`src/rtl/utf8_vietnamese_diacritic_fold_top_assert.svh`:
```
// assertion macros shared by the utf-8 fold rtl
`ifndef UTF8_VIETNAMESE_DIACRITIC_FOLD_TOP_ASSERT_SVH
`define UTF8_VIETNAMESE_DIACRITIC_FOLD_TOP_ASSERT_SVH

// same-cycle implication, sampled on clk, off while rst_n is low
`define UVDF_ASSERT_NOW(lbl, ante, cons) \
  lbl: assert property (@(posedge clk) disable iff (!rst_n) (ante) |-> (cons)) \
    else $error("uvdf assertion failed");

// next-cycle implication, sampled on clk, off while rst_n is low
`define UVDF_ASSERT_NEXT(lbl, ante, cons) \
  lbl: assert property (@(posedge clk) disable iff (!rst_n) (ante) |=> (cons)) \
    else $error("uvdf assertion failed");

`endif

```
`src/rtl/uvdf_pkg.sv`:
```
// package: types, byte codes and fold table for the utf-8 fold block
package uvdf_pkg;

  localparam logic [7:0] BYTE_NUL      = 8'h00;
  localparam logic [7:0] CHAR_UNKNOWN  = 8'h3F;
  localparam logic [7:0] LEAD2_MASK    = 8'hE0;
  localparam logic [7:0] LEAD2_CODE    = 8'hC0;
  localparam logic [7:0] LEAD3_MASK    = 8'hF0;
  localparam logic [7:0] LEAD3_CODE    = 8'hE0;
  localparam logic [1:0] PEND_NONE     = 2'd0;
  localparam logic [1:0] PEND_ONE      = 2'd1;
  localparam logic [1:0] PEND_TWO      = 2'd2;

  typedef struct packed {
    logic       vld;
    logic [7:0] chr;
    logic       is_end;
  } uvdf_res_t;

  // base letter of an accented code point, zero when not in the table
  function automatic logic [7:0] fold_letter(input logic [15:0] cp);
    logic [7:0] r;
    begin
      case (cp)
        16'h00E0, 16'h00E1, 16'h1EA1, 16'h1EB1, 16'h1EA3, 16'h00E2,
        16'h1EB3, 16'h00E3, 16'h1EA5, 16'h1EA7, 16'h1EA9, 16'h1EAD,
        16'h1EAF, 16'h1EB5, 16'h1EB7, 16'h00E4, 16'h00E5, 16'h1EAB,
        16'h0103: r = 8'h61;
        16'h00E8, 16'h00E9, 16'h1EB9, 16'h1EBF, 16'h1EC1, 16'h1EBD,
        16'h1EC3, 16'h00EA, 16'h1EBB, 16'h1EC5, 16'h1EC7, 16'h00EB: r = 8'h65;
        16'h00EC, 16'h00ED, 16'h1EC9, 16'h1ECB, 16'h0129, 16'h00EE,
        16'h00EF: r = 8'h69;
        16'h00F2, 16'h00F3, 16'h1ECD, 16'h1ECF, 16'h1ED1, 16'h00F4,
        16'h1ED7, 16'h1ED3, 16'h1ED5, 16'h00F5, 16'h1EDD, 16'h1EDF,
        16'h1EE1, 16'h1EE3, 16'h00F6, 16'h01A1, 16'h1ED9, 16'h1EDB: r = 8'h6F;
        16'h00F9, 16'h00FA, 16'h1EE7, 16'h1EE9, 16'h0169, 16'h01B0,
        16'h1EEB, 16'h1EED, 16'h00FB, 16'h1EE5, 16'h1EEF, 16'h00FC,
        16'h1EF1: r = 8'h75;
        16'h00FD, 16'h1EF3, 16'h1EF7, 16'h1EF9, 16'h1EF5: r = 8'h79;
        16'h0111: r = 8'h64;
        16'h00C0, 16'h00C1, 16'h1EA0, 16'h1EB0, 16'h1EA2, 16'h00C2,
        16'h1EAC, 16'h1EB2, 16'h00C3, 16'h1EA6, 16'h1EA8, 16'h1EAA,
        16'h1EAE, 16'h1EB4, 16'h1EB6, 16'h00C4, 16'h00C5, 16'h0102,
        16'h1EA4: r = 8'h41;
        16'h00C8, 16'h00C9, 16'h1EB8, 16'h1EBE, 16'h1EC0, 16'h1EBC,
        16'h1EC2, 16'h00CA, 16'h1EBA, 16'h1EC4, 16'h1EC6, 16'h00CB: r = 8'h45;
        16'h00CC, 16'h00CD, 16'h1EC8, 16'h1ECA, 16'h0128, 16'h00CE,
        16'h00CF: r = 8'h49;
        16'h00D2, 16'h00D3, 16'h1ECC, 16'h1ED0, 16'h00D4, 16'h1ED6,
        16'h1ED2, 16'h1ED4, 16'h00D5, 16'h1EE0, 16'h1EE2, 16'h00D6,
        16'h01A0, 16'h1EDC, 16'h1EDE, 16'h1EDA, 16'h1ED8, 16'h1ECE: r = 8'h4F;
        16'h00D9, 16'h00DA, 16'h1EE4, 16'h1EE6, 16'h1EE8, 16'h0168,
        16'h01AF, 16'h1EEA, 16'h1EEC, 16'h00DB, 16'h1EEE, 16'h00DC,
        16'h1EF0: r = 8'h55;
        16'h00DD, 16'h1EF2, 16'h1EF6, 16'h1EF8, 16'h1EF4: r = 8'h59;
        16'h0110: r = 8'h44;
        default: r = 8'h00;
      endcase
      return r;
    end
  endfunction

endpackage

```
`src/rtl/uvdf_decode.sv`:
```
// utf-8 sequence state and per-byte decode with diacritic fold
module uvdf_decode
  import uvdf_pkg::*;
(
  input  logic       clk,
  input  logic       rst_n,
  input  logic       step_i,
  input  logic [7:0] byte_i,
  output uvdf_res_t  res_o
);

  logic [1:0]  pend_r, pend_nxt;
  logic [15:0] code_r, code_nxt;
  logic [15:0] cp;
  logic [7:0]  base;
  logic        emit_code;

  always_comb begin
    pend_nxt   = pend_r;
    code_nxt   = code_r;
    cp         = {8'h00, byte_i};
    emit_code  = 1'b0;
    res_o      = '0;
    if (byte_i == BYTE_NUL) begin
      pend_nxt     = PEND_NONE;
      code_nxt     = '0;
      res_o.vld    = 1'b1;
      res_o.is_end = 1'b1;
    end else if (pend_r != PEND_NONE) begin
      code_nxt  = {code_r[9:0], byte_i[5:0]};
      pend_nxt  = pend_r - 2'd1;
      cp        = code_nxt;
      emit_code = (pend_r == PEND_ONE);
    end else if (!byte_i[7]) begin
      emit_code = 1'b1;
    end else if ((byte_i & LEAD2_MASK) == LEAD2_CODE) begin
      code_nxt = {11'd0, byte_i[4:0]};
      pend_nxt = PEND_ONE;
    end else if ((byte_i & LEAD3_MASK) == LEAD3_CODE) begin
      code_nxt = {12'd0, byte_i[3:0]};
      pend_nxt = PEND_TWO;
    end else begin
      res_o.vld = 1'b1;
      res_o.chr = CHAR_UNKNOWN;
    end
    base = fold_letter(cp);
    if (emit_code) begin
      res_o.vld = 1'b1;
      res_o.chr = (base != 8'h00) ? base : cp[7:0];
    end
  end

  always_ff @(posedge clk) begin
    if (!rst_n) begin
      pend_r <= PEND_NONE;
      code_r <= '0;
    end else if (step_i) begin
      pend_r <= pend_nxt;
      code_r <= code_nxt;
    end
  end

`include "utf8_vietnamese_diacritic_fold_top_assert.svh"

  `UVDF_ASSERT_NOW(a_pend_range, 1'b1, pend_r != 2'd3)
  `UVDF_ASSERT_NEXT(a_nul_clears, step_i && (byte_i == BYTE_NUL), pend_r == PEND_NONE)
  `UVDF_ASSERT_NOW(a_no_res_mid_seq, (pend_r == PEND_TWO) && (byte_i != BYTE_NUL), !res_o.vld)

endmodule

```
`src/rtl/utf8_vietnamese_diacritic_fold_top.sv`:
```
// Folds a UTF-8 byte stream (1-, 2- and 3-byte sequences) to unaccented 8-bit
// characters, one byte accepted per clock with valid/ready on both sides. A byte
// is held in an input register, decoded and looked up in the fold table
// combinationally, and its result (if any) lands in the output register when
// that is free or being taken. Lead and middle bytes of a
// sequence give no result; a zero byte gives the terminator with out_is_end set.
// in_ready falls only while the output register holds a result that is not
// taken and the input register holds a byte that would produce another.
module utf8_vietnamese_diacritic_fold_top
  import uvdf_pkg::*;
(
  input  logic       clk,
  input  logic       rst_n,
  input  logic       in_valid,
  output logic       in_ready,
  input  logic [7:0] in_byte,
  output logic       out_valid,
  input  logic       out_ready,
  output logic [7:0] out_char,
  output logic       out_is_end
);

  logic       s1_vld_r, s1_vld_nxt;
  logic [7:0] s1_byte_r;
  logic       out_vld_r, out_vld_nxt;
  logic [7:0] out_char_r;
  logic       out_end_r;
  logic       s1_adv;
  uvdf_res_t  res;

  uvdf_decode u_decode (
    .clk    (clk),
    .rst_n  (rst_n),
    .step_i (s1_adv),
    .byte_i (s1_byte_r),
    .res_o  (res)
  );

  assign s1_adv   = s1_vld_r && (!res.vld || !out_vld_r || out_ready);
  assign in_ready = !s1_vld_r || s1_adv;

  always_comb begin
    s1_vld_nxt = s1_vld_r;
    if (in_ready) begin
      s1_vld_nxt = in_valid;
    end
    out_vld_nxt = out_vld_r;
    if (s1_adv && res.vld) begin
      out_vld_nxt = 1'b1;
    end else if (out_ready) begin
      out_vld_nxt = 1'b0;
    end
  end

  always_ff @(posedge clk) begin
    if (!rst_n) begin
      s1_vld_r  <= 1'b0;
      out_vld_r <= 1'b0;
    end else begin
      s1_vld_r  <= s1_vld_nxt;
      out_vld_r <= out_vld_nxt;
    end
  end

  // payload
  always_ff @(posedge clk) begin
    if (in_ready && in_valid) begin
      s1_byte_r <= in_byte;
    end
    if (s1_adv && res.vld) begin
      out_char_r <= res.chr;
      out_end_r  <= res.is_end;
    end
  end

  assign out_valid  = out_vld_r;
  assign out_char   = out_char_r;
  assign out_is_end = out_end_r;

`include "utf8_vietnamese_diacritic_fold_top_assert.svh"

  `UVDF_ASSERT_NOW(a_end_is_nul, out_vld_r && out_end_r, out_char_r == BYTE_NUL)
  `UVDF_ASSERT_NEXT(a_nul_gives_end, s1_adv && (s1_byte_r == BYTE_NUL), out_vld_r && out_end_r)
  `UVDF_ASSERT_NEXT(a_s1_holds, s1_vld_r && !s1_adv, s1_vld_r && $stable(s1_byte_r))
  `UVDF_ASSERT_NOW(a_no_overwrite, s1_adv && res.vld && out_vld_r, out_ready)

endmodule

```
`config.mk`:
```
export PLATFORM = sky130hd
export DESIGN_NAME = utf8_vietnamese_diacritic_fold_top
export DESIGN_NICKNAME = d
export VERILOG_FILES = /design/src/rtl/uvdf_pkg.sv /design/src/rtl/uvdf_decode.sv /design/src/rtl/utf8_vietnamese_diacritic_fold_top.sv
export VERILOG_INCLUDE_DIRS = /design/src /design/src/rtl
export SDC_FILE = /design/constraint.sdc
export NUM_CORES = 1
export LEC_CHECK = 0
export BUFFER_PORTS_ARGS = -buffer_cell sky130_fd_sc_hd__buf_2
export CAP_MARGIN = 20
export CORE_MARGIN = 2
export CORE_UTILIZATION = 45
export CTS_CLUSTER_DIAMETER = 120
export CTS_CLUSTER_SIZE = 24
export DETAILED_ROUTE_END_ITERATION = 10
export SYNTH_ARGS = -nofsm -noshare
export SYNTH_HDL_FRONTEND = slang
export SYNTH_SLANG_ARGS = --single-unit
```
`constraint.sdc`:
```
create_clock -name clk -period 4.48 [get_ports clk]
set_clock_uncertainty 0.15 [all_clocks]
set_input_delay 0.896 -clock clk [delete_from_list [all_inputs] [get_ports clk]]
set_output_delay 0.896 -clock clk [all_outputs]
set_load 0.03 [all_outputs]
```
; Yosys cells after proc, flatten, opt, wreduce, memory -nomap -nowiden
; Cells that the tools add are included.
[word_totals]
regBits = 31
inputBits = 12
out_inout_bits = 11
elab_cells = 216
[classes]
add_sub_neg = 1
eq_ne = 153
n_mux = 27
n_reduce_logical = 28
[op_table]
columns = cell, count
row1 = $eq 16x13->1 const B, 90
row2 = $eq 16x8->1 const B, 48
row3 = $eq 16x9->1 const B, 12
row4 = $pmux 7 s14, 1
row5 = $mux 10, 5
row6 = $mux 9, 5
row7 = $reduce_or 19->1, 2
row8 = $reduce_or 18->1, 2
row9 = $mux 16, 2
row10 = $reduce_or 13->1, 2
row11 = $reduce_or 12->1, 2
row12 = $mux 8, 2
row13 = $reduce_or 7->1, 2
row14 = $mux 2, 5
row15 = $reduce_or 5->1, 2
row16 = $logic_not 8->1, 1
row17 = $reduce_bool 8->1, 1
row18 = $mux 1, 7
row19 = $eq 4x4->1 const B, 1
row20 = $reduce_bool 2->1, 2
row21 = $reduce_bool 4->1, 1
row22 = $eq 3x3->1 const B, 1
row23 = $logic_and 1x1->1, 3
row24 = $logic_not 1->1, 3
row25 = other kinds (5), 7

; Depth between registers and ports, before layout
; Gate-level depths: netlist of the first run.
[logic_depth]
depth_word = 15
ltp_mapped = 11
ltp_nobuf = 9

; By module
; From an unflattened synthesis of the first run, not the netlist that was laid out.
[unflattened]
cells_unflattened = 296
area_unflattened_um2 = 2466.1
[modules_own_cells]
columns = mod, n_inst, cells_each, area_each_um2, seq_area_each_um2
row1 = uvdf_decode, 1, 267, 1838.0, 240.2
row2 = utf8_vietnamese_diacritic_fold_top, 1, 29, 628.1, 550.5

; Worst setup path after synthesis of the first run
; OpenSTA, ideal clock, no wires.
[synth_timing]
path_type = register -> register
start = register s1_byte_r[5]
end = register out_char_r[3], in the netlist out_char[3], data pin
setup_time_ns = 0.261
arrival_time_ns = 2.800
t_required_ns = 4.069
setup_slack_ns = 1.269
path_stages_with_launch = 11
n_path_buf = 2
period_less_slack_ns = 3.211
path_cell_list = edfxtp_1 buf_6 nor4_4 a21oi_2 nand3_4 o221ai_2 or3_1 or4b_1 buf_2 or3_1 o311a_1
[synth_rtl]
columns = element, line
row1 = start: declaration, utf8_vietnamese_diacritic_fold_top.sv:24  ; logic [7:0] s1_byte_r;
row2 = start signal: assignment, utf8_vietnamese_diacritic_fold_top.sv:68  ; s1_byte_r <= in_byte;
row3 = end signal: assignment, utf8_vietnamese_diacritic_fold_top.sv:71  ; out_char_r <= res.chr;
row4 = end: declaration, utf8_vietnamese_diacritic_fold_top.sv:26  ; logic [7:0] out_char_r;

; Worst setup path after layout of the first run
[layout_timing]
start = register s1_byte_r[3]
end = output in_ready
[layout_via]
elab_chain_len = 8
elab_cells_between_ends = 9
cone_classes = 3 x mux / 6 x reduce/logical
[layout_rtl]
columns = element, line
row1 = $logic_not 8->1 *, uvdf_decode.sv:24  ; if (byte_i == BYTE_NUL) begin
row2 = $mux 1, uvdf_decode.sv:24
row3 = $mux 9 *, uvdf_decode.sv:47  ; if (emit_code) begin
row4 = $logic_not 1->1 *, utf8_vietnamese_diacritic_fold_top.sv:39  ; assign s1_adv = s1_vld_r && (!res.vld || !out_vld_r || out_ready);
row5 = $logic_or 1x1->1 * (2 in series), utf8_vietnamese_diacritic_fold_top.sv:39
row6 = $logic_and 1x1->1 *, utf8_vietnamese_diacritic_fold_top.sv:39
row7 = $logic_or 1x1->1 *, utf8_vietnamese_diacritic_fold_top.sv:40  ; assign in_ready = !s1_vld_r || s1_adv;
row8 = end: declaration, utf8_vietnamese_diacritic_fold_top.sv:15  ; output logic in_ready,
; Mark *: on every way between the ends. The rest lies on a longest branch, timed or not.

==> metrics.md, run 1 <==
| Metric | Value |
|---|---|
| Status | finished clean |
| Worst EP required | 3.43 ns |
| Max Cap Viol | 0 |
| Sum Neg Setup Slack | 0 ns |
| Count leader, synth | nand2_1 |
| Post-DP Area | 2360 µm² |
| Clock sink count | 31 |
| Fin crit period | between 3 and 4 ns |
| Cell area after layout | 2440 µm² |
| Fmax | 0.253 GHz |
| Slew margin rel. | 0.414 |
| Setup ws final | 0.530 ns |
| Die Span Y | 74.8 µm |
| Critical path's most frequent cell | nand2_1 |
| Hold_buf cts | 0 |
| Port-buffer cells | 22 |
| Post-synth EDFFs | 17 |
| Via/cell ratio | 6.29 |
| Critical Path, Cell by Cell | nor4_4 > nand2_1 > inv_1 > or3_1 > nand2_1 > o21ai_0 > nand2b_1 > buf_2 |
| CP Buf/Inv Count | 2 |
| Synthesized area | 2250 µm² |
| Total gr overflow | 0 |
| Post-CTS setup buffers | 0 |
| Global-route wire length before repair | 9890 µm |
| Power density over cell area | 268 nW/µm² |
| Row Count | 25 |
| Prevailing post-synth register cell | edfxtp_1 |
| Final Non-Filler Cells | 346 |
| Commonest cells in the netlist | 31 x nand2_1, 22 x nor2_1, 17 x edfxtp_1 |
| RSZ-0062 raised after global routing | no |
| Routed wire length | 5940 µm |
| Top Family by Delay on Critical Path | simple AND/OR/NAND/NOR gates |
| Largest net degree at the start of global routing | 27 |
| Post-synth net total | 281 |
| Mapped Avg Cell Area | around 8.4 µm² |
| Antenna Cells | 0 |
| Antenna violations before repair | 0 |
| Vias in the first global route | 2002 |
| 1st-iter DRT viols | 181 |
| CP Launch Type | flip-flop |
| Yosys top cell area share | 0.226 |
| Seq cells post-synth | 31 |
| Post-CTS Resized | 0 |
| WL met1 | 2610 µm |
| Worst slew pin tran | 0.871 ns |
| Root Driver | clkbuf_8 |
| DRC violations left | 0 |
| First drt pass iteration count | 5 |
| Worst path slowest cell | edfxtp_1 |
| CTS tree | built |
| Seq/Total Area, Yosys | 0.351 |
| Synth-to-Final Area Change | 8.32% |
| Core box area | 4790 µm² |
| Worst path max stage delay | 0.75 ns |
| Die ar. | 5590 µm² |
| Dpl ws | around 0.7 ns |
| Via count | 2176 |
| Clock slew at reported path FFs | roughly 0.06 ns |
| Post-route ant nets | 0 |
| Placed cells | 338 |
| Routability cong. | around 1.0 |
| Initial Util | 0.471 |
| Final setup viols | 0 |
| Async set-reset flop share out of synthesis | 0 |
| Routed met3 length | roughly 460 µm |
| Met2 routed WL | 2750 µm |
| Total CTS buffers | 5 |
| WS Path Type | reg -> out |
| Layout cell share with drive strength beyond 1 | 0.154 |
| Clk_lat worst skew | 0.29 ns |
| WHS | 0.331 ns |
| Num ports | 23 |
| Final Cycle Share | 0.882 |
| Hold WC Path Type | reg -> reg |
| Avg WL per Cell | 17.2 µm |
| Post-synth top area cell | edfxtp_1 |
| Yosys cell types | 67 |
| Fin. max-slew vios | 0 |
| H-tree levels | 2 |
| Data arrival, critical path | 2.90 ns |
| DPL Wire Length | about 4400 µm |
| YS warnings | 0 |
| Synth area leaders | edfxtp_1 23%, dfxtp_1 12%, nand2_1 5.2%, a21boi_0 4.0%, nor2_1 3.7% |
| Leakage power | between 0.8 and 0.9 nW |
| Hold Vio Cnt, Final | 0 |
| CP Capture Type | output pin |
| Fin nets | 290 |
| Die width | ~75 µm |
| Peak supply drop | 0.182 mV |
| Top Metal Used | met4 |
| Clk buf depth | 2 |
| Crit path max fanout | 26 |
| Syn Inst Count | 269 |
| GRT Util Overall | 0.235 |
-- worst paths after layout --
kind | startpoint | end | slack (ns) | cells after the start
hold / removal | u_decode.code_r[8] | u_decode.code_r[8] | 0.33 | 2
hold reg to reg | u_decode.code_r[8] | u_decode.code_r[8] | 0.33 | 2
setup / recovery | s1_byte_r[3] | in_ready | 0.53 | 8
setup reg to reg | s1_byte_r[3] | out_char[3] | 0.66 | 8
-- per-stage QoR --
step	total power, mW	utilization
after CTS	0.660	0.510
after global placement	0.445	0.493
after detailed placement	0.445	0.493
after global routing	0.685	0.510
after floorplan	0.418	-
final	0.655	0.510
-- layer usage --
metal	global-route usage	up-vias
met5	0	-
met4	0.0853	0
met3	0.0589	19
met2	0.365	114
met1	0.317	997
li1	-	1046
-- logic make-up after synthesis --
| kind of cell | synth area share |
|---|---|
| AOI/OAI and AO/OA | 0.225 |
| xor gates and xnor gates | 0.00389 |
| buffers and inverters | 0.0533 |
| DFF | 0.351 |
| muxes | 0.00943 |
| and+or+nand+nor | 0.357 |
-- worst reg2reg max path: stages, from the launching register on --
cell      delay [ns]
edfxtp_1        0.92
or4_4           0.31
o21ai_4         0.09
o211ai_2        0.23
o221ai_2        0.14
or3_1           0.41
or4b_1          0.69
or3_1           0.35
o311a_1         0.29
-- final cells by class --
class / instances / area (µm²)
Sequential cell: 31 / 791
Clock buffer: 5 / 68.8
Inverter: 6 / 22.5
Timing Repair Buffer: 23 / 118
Fill cell: 459 / 2340
Multi-Input combinational cell: 211 / 1340
Tap cell: 67 / 83.8
Clock inverter: 3 / 15.0
-- flip-flops by register name, indices dropped and copies added, names as in the netlist --
name,flops
u_decode.code_r,10
out_char,8
s1_byte_r,8
u_decode.pend_r,2
out_is_end,1
out_valid,1
s1_vld_r,1
-- where the power goes --
| group | leakage, nW | internal [mW] | switching (mW) | total [mW] |
|---|---|---|---|---|
| Sequential | 0.274 | 0.314 | 0.0229 | 0.337 |
| Clock | 0.0392 | 0.105 | 0.109 | 0.215 |
| Combinational | 0.493 | 0.0400 | 0.0633 | 0.103 |
| Total | 0.806 | 0.459 | 0.196 | 0.655 |
-- cell usage in the layout (no fill, tap or decap), drive strengths merged, types with 3 or more instances in the layout --
cell and instances:
nand2 31, buf 23, nor2 22, edfxtp 17
nor3 15, o21ai 15, dfxtp 14, nand3 13
a21boi 12, nand4 9, nor4 9, nor2b 8
or3 7, inv 6, and3 5, clkbuf 5
nand2b 4, nor4b 4, a21oi 4, nand3b 3
o211ai 3, or4b 3
Power figures use the tool's default switching activity.
==> run 2: changes to the inputs <==
CELL_PAD_IN_SITES_DETAIL_PLACEMENT = 1   (was default)
CELL_PAD_IN_SITES_GLOBAL_PLACEMENT = 1   (was default)
CORE_UTILIZATION = 44   (was 45)
PLACE_DENSITY_LB_ADDON = 0.1   (was default)
==> run 2 against run 1 <==
Against the previous run:
- utilization is 1.8 points lower
- sequential share of layout area is 0.34 points lower
- critical path type unchanged
- sequential power is essentially flat
- combinational power up 5%
- highest routed layer unchanged
==> metrics.md, run 2 (same netlist as run 1, synthesis figures left out) <==
| Metric | Value |
|---|---|
| Status | finished clean |
| Antenna Cells | 0 (unchanged) |
| Die width | 75.6 µm (+1.1%) |
| Leakage power | 0.825 nW (+2.4%) |
| Crit path max fanout | 17 (-35%) |
| Layout cell share with drive strength beyond 1 | 0.164 (+0.00958) |
| Critical path's most frequent cell | nand2_1 |
| Total gr overflow | 0 (unchanged) |
| Peak supply drop | 0.211 mV (+16%) |
| Die Span Y | 75.6 µm (+1.1%) |
| 1st-iter DRT viols | 171 (-5.5%) |
| Area occupied by multi-input gates | 1340 µm² (unchanged) |
| Post-layout util | 0.493 (-0.0176) |
| Fin. max-slew vios | 0 (unchanged) |
| Hold Vio Cnt, Final | 0 (unchanged) |
| Post-CTS setup buffers | 0 (unchanged) |
| CP Capture Type | output pin |
| Total CTS buffers | 5 (unchanged) |
| CP Launch Type | flip-flop |
| Clk_lat worst skew | 0.28 ns (about the same) |
| Hold WC Path Type | reg -> reg |
| Max Cap Viol | 0 (unchanged) |
| Routability cong. | 0.943 (-6.8%) |
| Dpl ws | 0.794 ns (+0.0966 ns) |
| Sequential cell area | 791 µm² (unchanged) |
| Data arrival, critical path | 2.91 ns (about the same) |
| Synth-to-Final Area Change | 9.49% |
| Via count | 2229 (+2.4%) |
| Routed wire length | 6910 µm (+16%) |
| Final Cycle Share | 0.883 (+0.000911) |
| GRT Util Overall | 0.270 (+0.0354) |
| Post-CTS Resized | 0 (unchanged) |
| Top reg by flops | u_decode.code_r |
| H-tree levels | 2 (unchanged) |
| Worst path max stage delay | 0.66 ns (-0.09 ns) |
| Vias in the first global route | 2163 (+8.0%) |
| Fin nets | 292 (+0.69%) |
| Num ports | 23 (unchanged) |
| Avg WL per Cell | 19.7 µm (+15%) |
| CTS tree | built |
| Worst path slowest cell | edfxtp_1 |
| Setup ws final | 0.526 ns (-0.00408 ns) |
| Final setup viols | 0 (unchanged) |
| Via/cell ratio | 6.35 (+0.98%) |
| DRC violations left | 0 (unchanged) |
| WHS | 0.340 ns (+0.00976 ns) |
| Clock sink count | 31 (unchanged) |
| Hold_buf cts | 0 (unchanged) |
| Slew margin rel. | 0.502 (+0.0883) |
| Clock slew at reported path FFs | 0.06 ns (about the same) |
| Antenna violations before repair | 0 (unchanged) |
| Fin crit period | 3.95 ns (+0.00408 ns) |
| Power density over cell area | 272 nW/µm² (+1.3%) |
| Final Non-Filler Cells | 351 (+1.4%) |
| Sum Neg Setup Slack | 0 ns (unchanged) |
| RSZ-0062 raised after global routing | no |
| Core box area | 5010 µm² (+4.7%) |
| Die ar. | 5710 µm² (+2.2%) |
| Most common cell after layout, fill and taps aside | nand2_1 |
| Critical Path, Cell by Cell | nor4_4 > nand2_1 > inv_1 > or3_1 > nand2_1 > o21ai_0 > nand2b_1 > buf_2 |
| Root Driver | clkbuf_8 |
| Largest net degree at the start of global routing | 21 (-22%) |
| Worst slew pin tran | 0.744 ns (-0.127 ns) |
| Clk buf depth | 2 (unchanged) |
| WS Path Type | reg -> out |
| Worst EP required | 3.43 ns (about the same) |
| Port-buffer cells | 22 (unchanged) |
| Max reg flops | 10 (unchanged) |
| Fillcell total | 637 (+39%) |
| Placed cells | 343 (+1.5%) |
| Fmax | 0.253 GHz (-0.10%) |
| Post-route ant nets | 0 (unchanged) |
| Initial Util | 0.450 (-0.0211) |
| Row Count | 26 (+4.0%) |
| Commonest cells after routing, fill and taps aside | 31 x nand2_1, 22 x nor2_1, 22 x buf_2, 17 x edfxtp_1, 15 x nor3_1 |
| First drt pass iteration count | 4 (-1) |
| Global-route wire length before repair | 11400 µm (+15%) |
| DPL Wire Length | 5140 µm (+17%) |
## run 2: metal layers
| metal | track usage | share of wire |
|---|---|---|
| met5 | 0 | 0 |
| met4 | 0.0838 | 0.011 |
| met3 | 0.0595 | 0.048 |
| met2 | 0.420 | 0.48 |
| met1 | 0.374 | 0.46 |
## run 2: worst paths after layout
check / start / to / slack (ns) / cells past startpoint
setup / recovery: s1_byte_r[4] / in_ready / 0.53 / 8
hold / removal: u_decode.code_r[6] / u_decode.code_r[6] / 0.34 / 2
setup reg to reg: s1_byte_r[2] / out_char[3] / 0.77 / 8
hold reg to reg: u_decode.code_r[6] / u_decode.code_r[6] / 0.34 / 2
## run 2: area by class of cell
type                       count  area share
multi-input combinational    211       0.544
inverter                       6     0.00912
sequential                    31       0.320
clock buffer                   7      0.0350
timing repair buffer          25      0.0537
clock inverter                 1     0.00203
tap                           70      0.0355
## run 2: where the power goes
| part | leakage (nW) | switching [mW] | internal (mW) |
|---|---|---|---|
| combinational | 0.503 | 0.0674 | 0.0406 |
| clock | 0.0482 | 0.102 | 0.124 |
| sequential | 0.274 | 0.0233 | 0.314 |
| total | 0.825 | 0.192 | 0.478 |
## run 2: critical path: cells and delay by family (launching register included)
family | cells | cell delay (ns)
AOI/OAI and AO/OA | 1 | 0.31
DFF | 1 | 0.66
and+or+nand+nor | 5 | 1.12
buffers and inverters | 2 | 0.53
## run 2: through the flow
step	cell area [µm²]	power [mW]
after global placement	2380	0.449
after global routing	2470	0.710
after floorplan	2250	0.418
final	2470	0.671
after detailed placement	2380	0.450
after CTS	2470	0.680
==> run 3: changes to the inputs <==
ABC_AREA = 1   (was default)
CORE_UTILIZATION = 43   (was 44)
==> run 3 against run 2 <==
Against the previous run:
- largest cell class unchanged
- area after synthesis is 10% higher
- total power is 9.5% higher
- highest routed layer unchanged
- register-to-register slack better by 0.55 ns
- synthesized cell count is 37% higher
- critical endpoint unchanged
- die area is 12% higher
- first-iteration DRC count is 20% lower
- fmax is 21% higher
- clock power is 6% lower
- sequential power hardly changed
==> metrics.md, run 3 <==
| Metric | Value |
|---|---|
| Status | finished clean |
| Final setup viols | 0 (unchanged) |
| Post-synth net total | 380 (+35%) |
| CP Capture Type | output pin |
| Prevailing post-synth register cell | edfxtp_1 |
| Crit path max fanout | 12 (-5) |
| Routed wire length | 7830 µm (+13%) |
| Fin nets | 402 (+38%) |
| Num ports | 23 (unchanged) |
| Worst path max stage delay | 0.60 ns (-0.06 ns) |
| Yosys top cell area share | 0.206 (-0.0209) |
| First drt pass iteration count | 4 (unchanged) |
| Fin. max-slew vios | 0 (unchanged) |
| WS Path Type | reg -> out |
| Power density over cell area | 271 nW/µm² (-0.19%) |
| DPL Wire Length | 6100 µm (+19%) |
| Root Driver | clkbuf_8 |
| Die ar. | 6400 µm² (+12%) |
| Seq/Total Area, Yosys | 0.318 (-0.0323) |
| Peak supply drop | 0.167 mV (-21%) |
| Die width | 80 µm (+5.8%) |
| Synth area leaders | edfxtp_1 21%, nand2_1 13%, dfxtp_1 11%, nor2_1 7.6%, nand3_1 7.5% |
| GRT Util Overall | 0.267 (-0.00287) |
| Count leader, synth | nand2_1 |
| Clock sink count | 31 (unchanged) |
| YS warnings | 0 (unchanged) |
| Row Count | 27 (+3.8%) |
| Hold WC Path Type | reg -> reg |
| Final Cycle Share | 0.728 (-0.155) |
| Seq cells post-synth | 31 (unchanged) |
| Async set-reset flop share out of synthesis | 0 (unchanged) |
| Mapped Avg Cell Area | 6.75 µm² (-19%) |
| Clock slew at reported path FFs | 0.07 ns (about the same) |
| Clk buf depth | 2 (unchanged) |
| Avg WL per Cell | 16.9 µm (-14%) |
| Syn Inst Count | 368 (+37%) |
| Initial Util | 0.448 (-0.00177) |
| Global-route wire length before repair | 13100 µm (+15%) |
| RSZ-0062 raised after global routing | no |
| Clk_lat worst skew | 0.29 ns (about the same) |
| CP Buf/Inv Count | 2 (unchanged) |
| Critical path's most frequent cell | nand3_1 |
| Worst r2r path cells | 15 (+7) |
| Yosys cell types | 34 (-49%) |
| Hold Path Stages | 2 (unchanged) |
| Antenna Cells | 0 (unchanged) |
| Post-CTS setup buffers | 0 (unchanged) |
| Synth-to-Final Area Change | 9.07% |
| Largest net degree at the start of global routing | 25 (+19%) |
| Commonest cells after routing, fill and taps aside | 88 x nand2_1, 50 x nor2_1, 39 x inv_1, 37 x nand3_1, 22 x buf_2 |
| Hold_buf cts | 0 (unchanged) |
| Post-DP Area | 2630 µm² (+11%) |
| Hold Vio Cnt, Final | 0 (unchanged) |
| Slew margin rel. | 0.670 (+0.168) |
| Commonest cells in the netlist | 88 x nand2_1, 50 x nor2_1, 39 x inv_1 |
| Post-synth top area cell | edfxtp_1 |
| Die Span Y | 80 µm (+5.8%) |
| Crit. path cell count | 7 (-1) |
| Port-buffer cells | 22 (unchanged) |
| Max Cap Viol | 0 (unchanged) |
| Via/cell ratio | 5.53 (-13%) |
| Sum Neg Setup Slack | 0 ns (unchanged) |
| Vias in the first global route | 2574 (+19%) |
| Antenna violations before repair | 0 (unchanged) |
| Via count | 2560 (+15%) |
| Critical Path, Cell by Cell | nor2_4 > nand2_4 > inv_2 > nand2_1 > nand3_1 > nand3_1 > buf_2 |
| DRC violations left | 0 (unchanged) |
| Worst path slowest cell | edfxtp_1 |
| Final Non-Filler Cells | 463 (+32%) |
| Core box area | 5540 µm² (+11%) |
| Dpl ws | 1.36 ns (+0.568 ns) |
| H-tree levels | 2 (unchanged) |
| Layout cell share with drive strength beyond 1 | 0.194 (+0.0307) |
| Worst EP required | 3.43 ns (about the same) |
| Worst slew pin tran | 0.494 ns (-0.249 ns) |
| Post-route ant nets | 0 (unchanged) |
| Total gr overflow | 0 (unchanged) |
| Cell area after layout | 2710 µm² (+9.7%) |
| Fmax | 0.307 GHz (+21%) |
| Post-layout power | 0.735 mW (+9.5%) |
| Data arrival, critical path | 2.21 ns (-0.70 ns) |
| Fin crit period | 3.26 ns (-0.693 ns) |
| Top Family by Delay on Critical Path | simple AND/OR/NAND/NOR gates |
| CP Launch Type | flip-flop |
| 1st-iter DRT viols | 136 (-20%) |
| Synthesized area | 2480 µm² (+10%) |
| Routability cong. | 0.903 (-4.3%) |
| Post-synth EDFFs | 17 (unchanged) |
| Post-CTS Resized | 0 (unchanged) |
| Setup ws final | 1.22 ns (+0.693 ns) |
| Total CTS buffers | 5 (unchanged) |
| Placed cells | 455 (+33%) |
| CTS tree | built |
| Most common cell after layout, fill and taps aside | nand2_1 |
| Leakage power | 1.30 nW (+57%) |
| Top reg by flops | u_decode.code_r |
| Max reg flops | 10 (unchanged) |
## run 3: cell type report
cell class	count	area [µm²]
clock buffers	7	76.3
clock inverters	1	5.00
fillers	769	2830
inverters	50	190
multi-input cells	280	1450
flip-flops and latches	31	791
well taps	72	90.1
repair buffers	22	110
## run 3: layer usage
| layer | track usage | wire length [µm] |
|---|---|---|
| met5 | 0 | 0 |
| met4 | 0.0746 | 116 |
| met3 | 0.0452 | 514 |
| met2 | 0.441 | 3720 |
| met1 | 0.358 | 3480 |
## run 3: cells by family (layout without fill, tap and decap cells)
logic type / count (synthesis) / count (layout) / synth area share
flip-flops: 31 / 31 / 0.318
AO/OA/AOI/OAI: 48 / 48 / 0.109
buffers and inverters: 57 / 80 / 0.0992
AND/OR/NAND/NOR: 232 / 232 / 0.474
## run 3: final timing paths
check	startpoint	endpoint	slack (ns)
setup / recovery	s1_byte_r[3]	in_ready	1.22
hold reg to reg	u_decode.code_r[9]	u_decode.code_r[9]	0.30
hold / removal	u_decode.code_r[9]	u_decode.code_r[9]	0.30
setup reg to reg	s1_byte_r[3]	out_char[3]	1.32
## run 3: worst min-delay path, cell delays in order (launching register included)
cell and delay (ns):
dfxtp_1 0.31, inv_1 0.05, a21oi_1 0.05
## run 3: metrics by stage
step           hold slack (ns)   util
2_1_floorplan            0.273      -
3_3_place_gp             0.284  0.474
3_5_place_dp             0.298  0.474
4_1_cts                  0.307  0.489
5_1_grt                  0.328  0.489
6_report                 0.304  0.489
## run 3: where the power goes
group | switching, mW | internal (mW)
clock | 0.103 | 0.109
sequential | 0.0176 | 0.322
combinational | 0.131 | 0.0517
total | 0.252 | 0.483
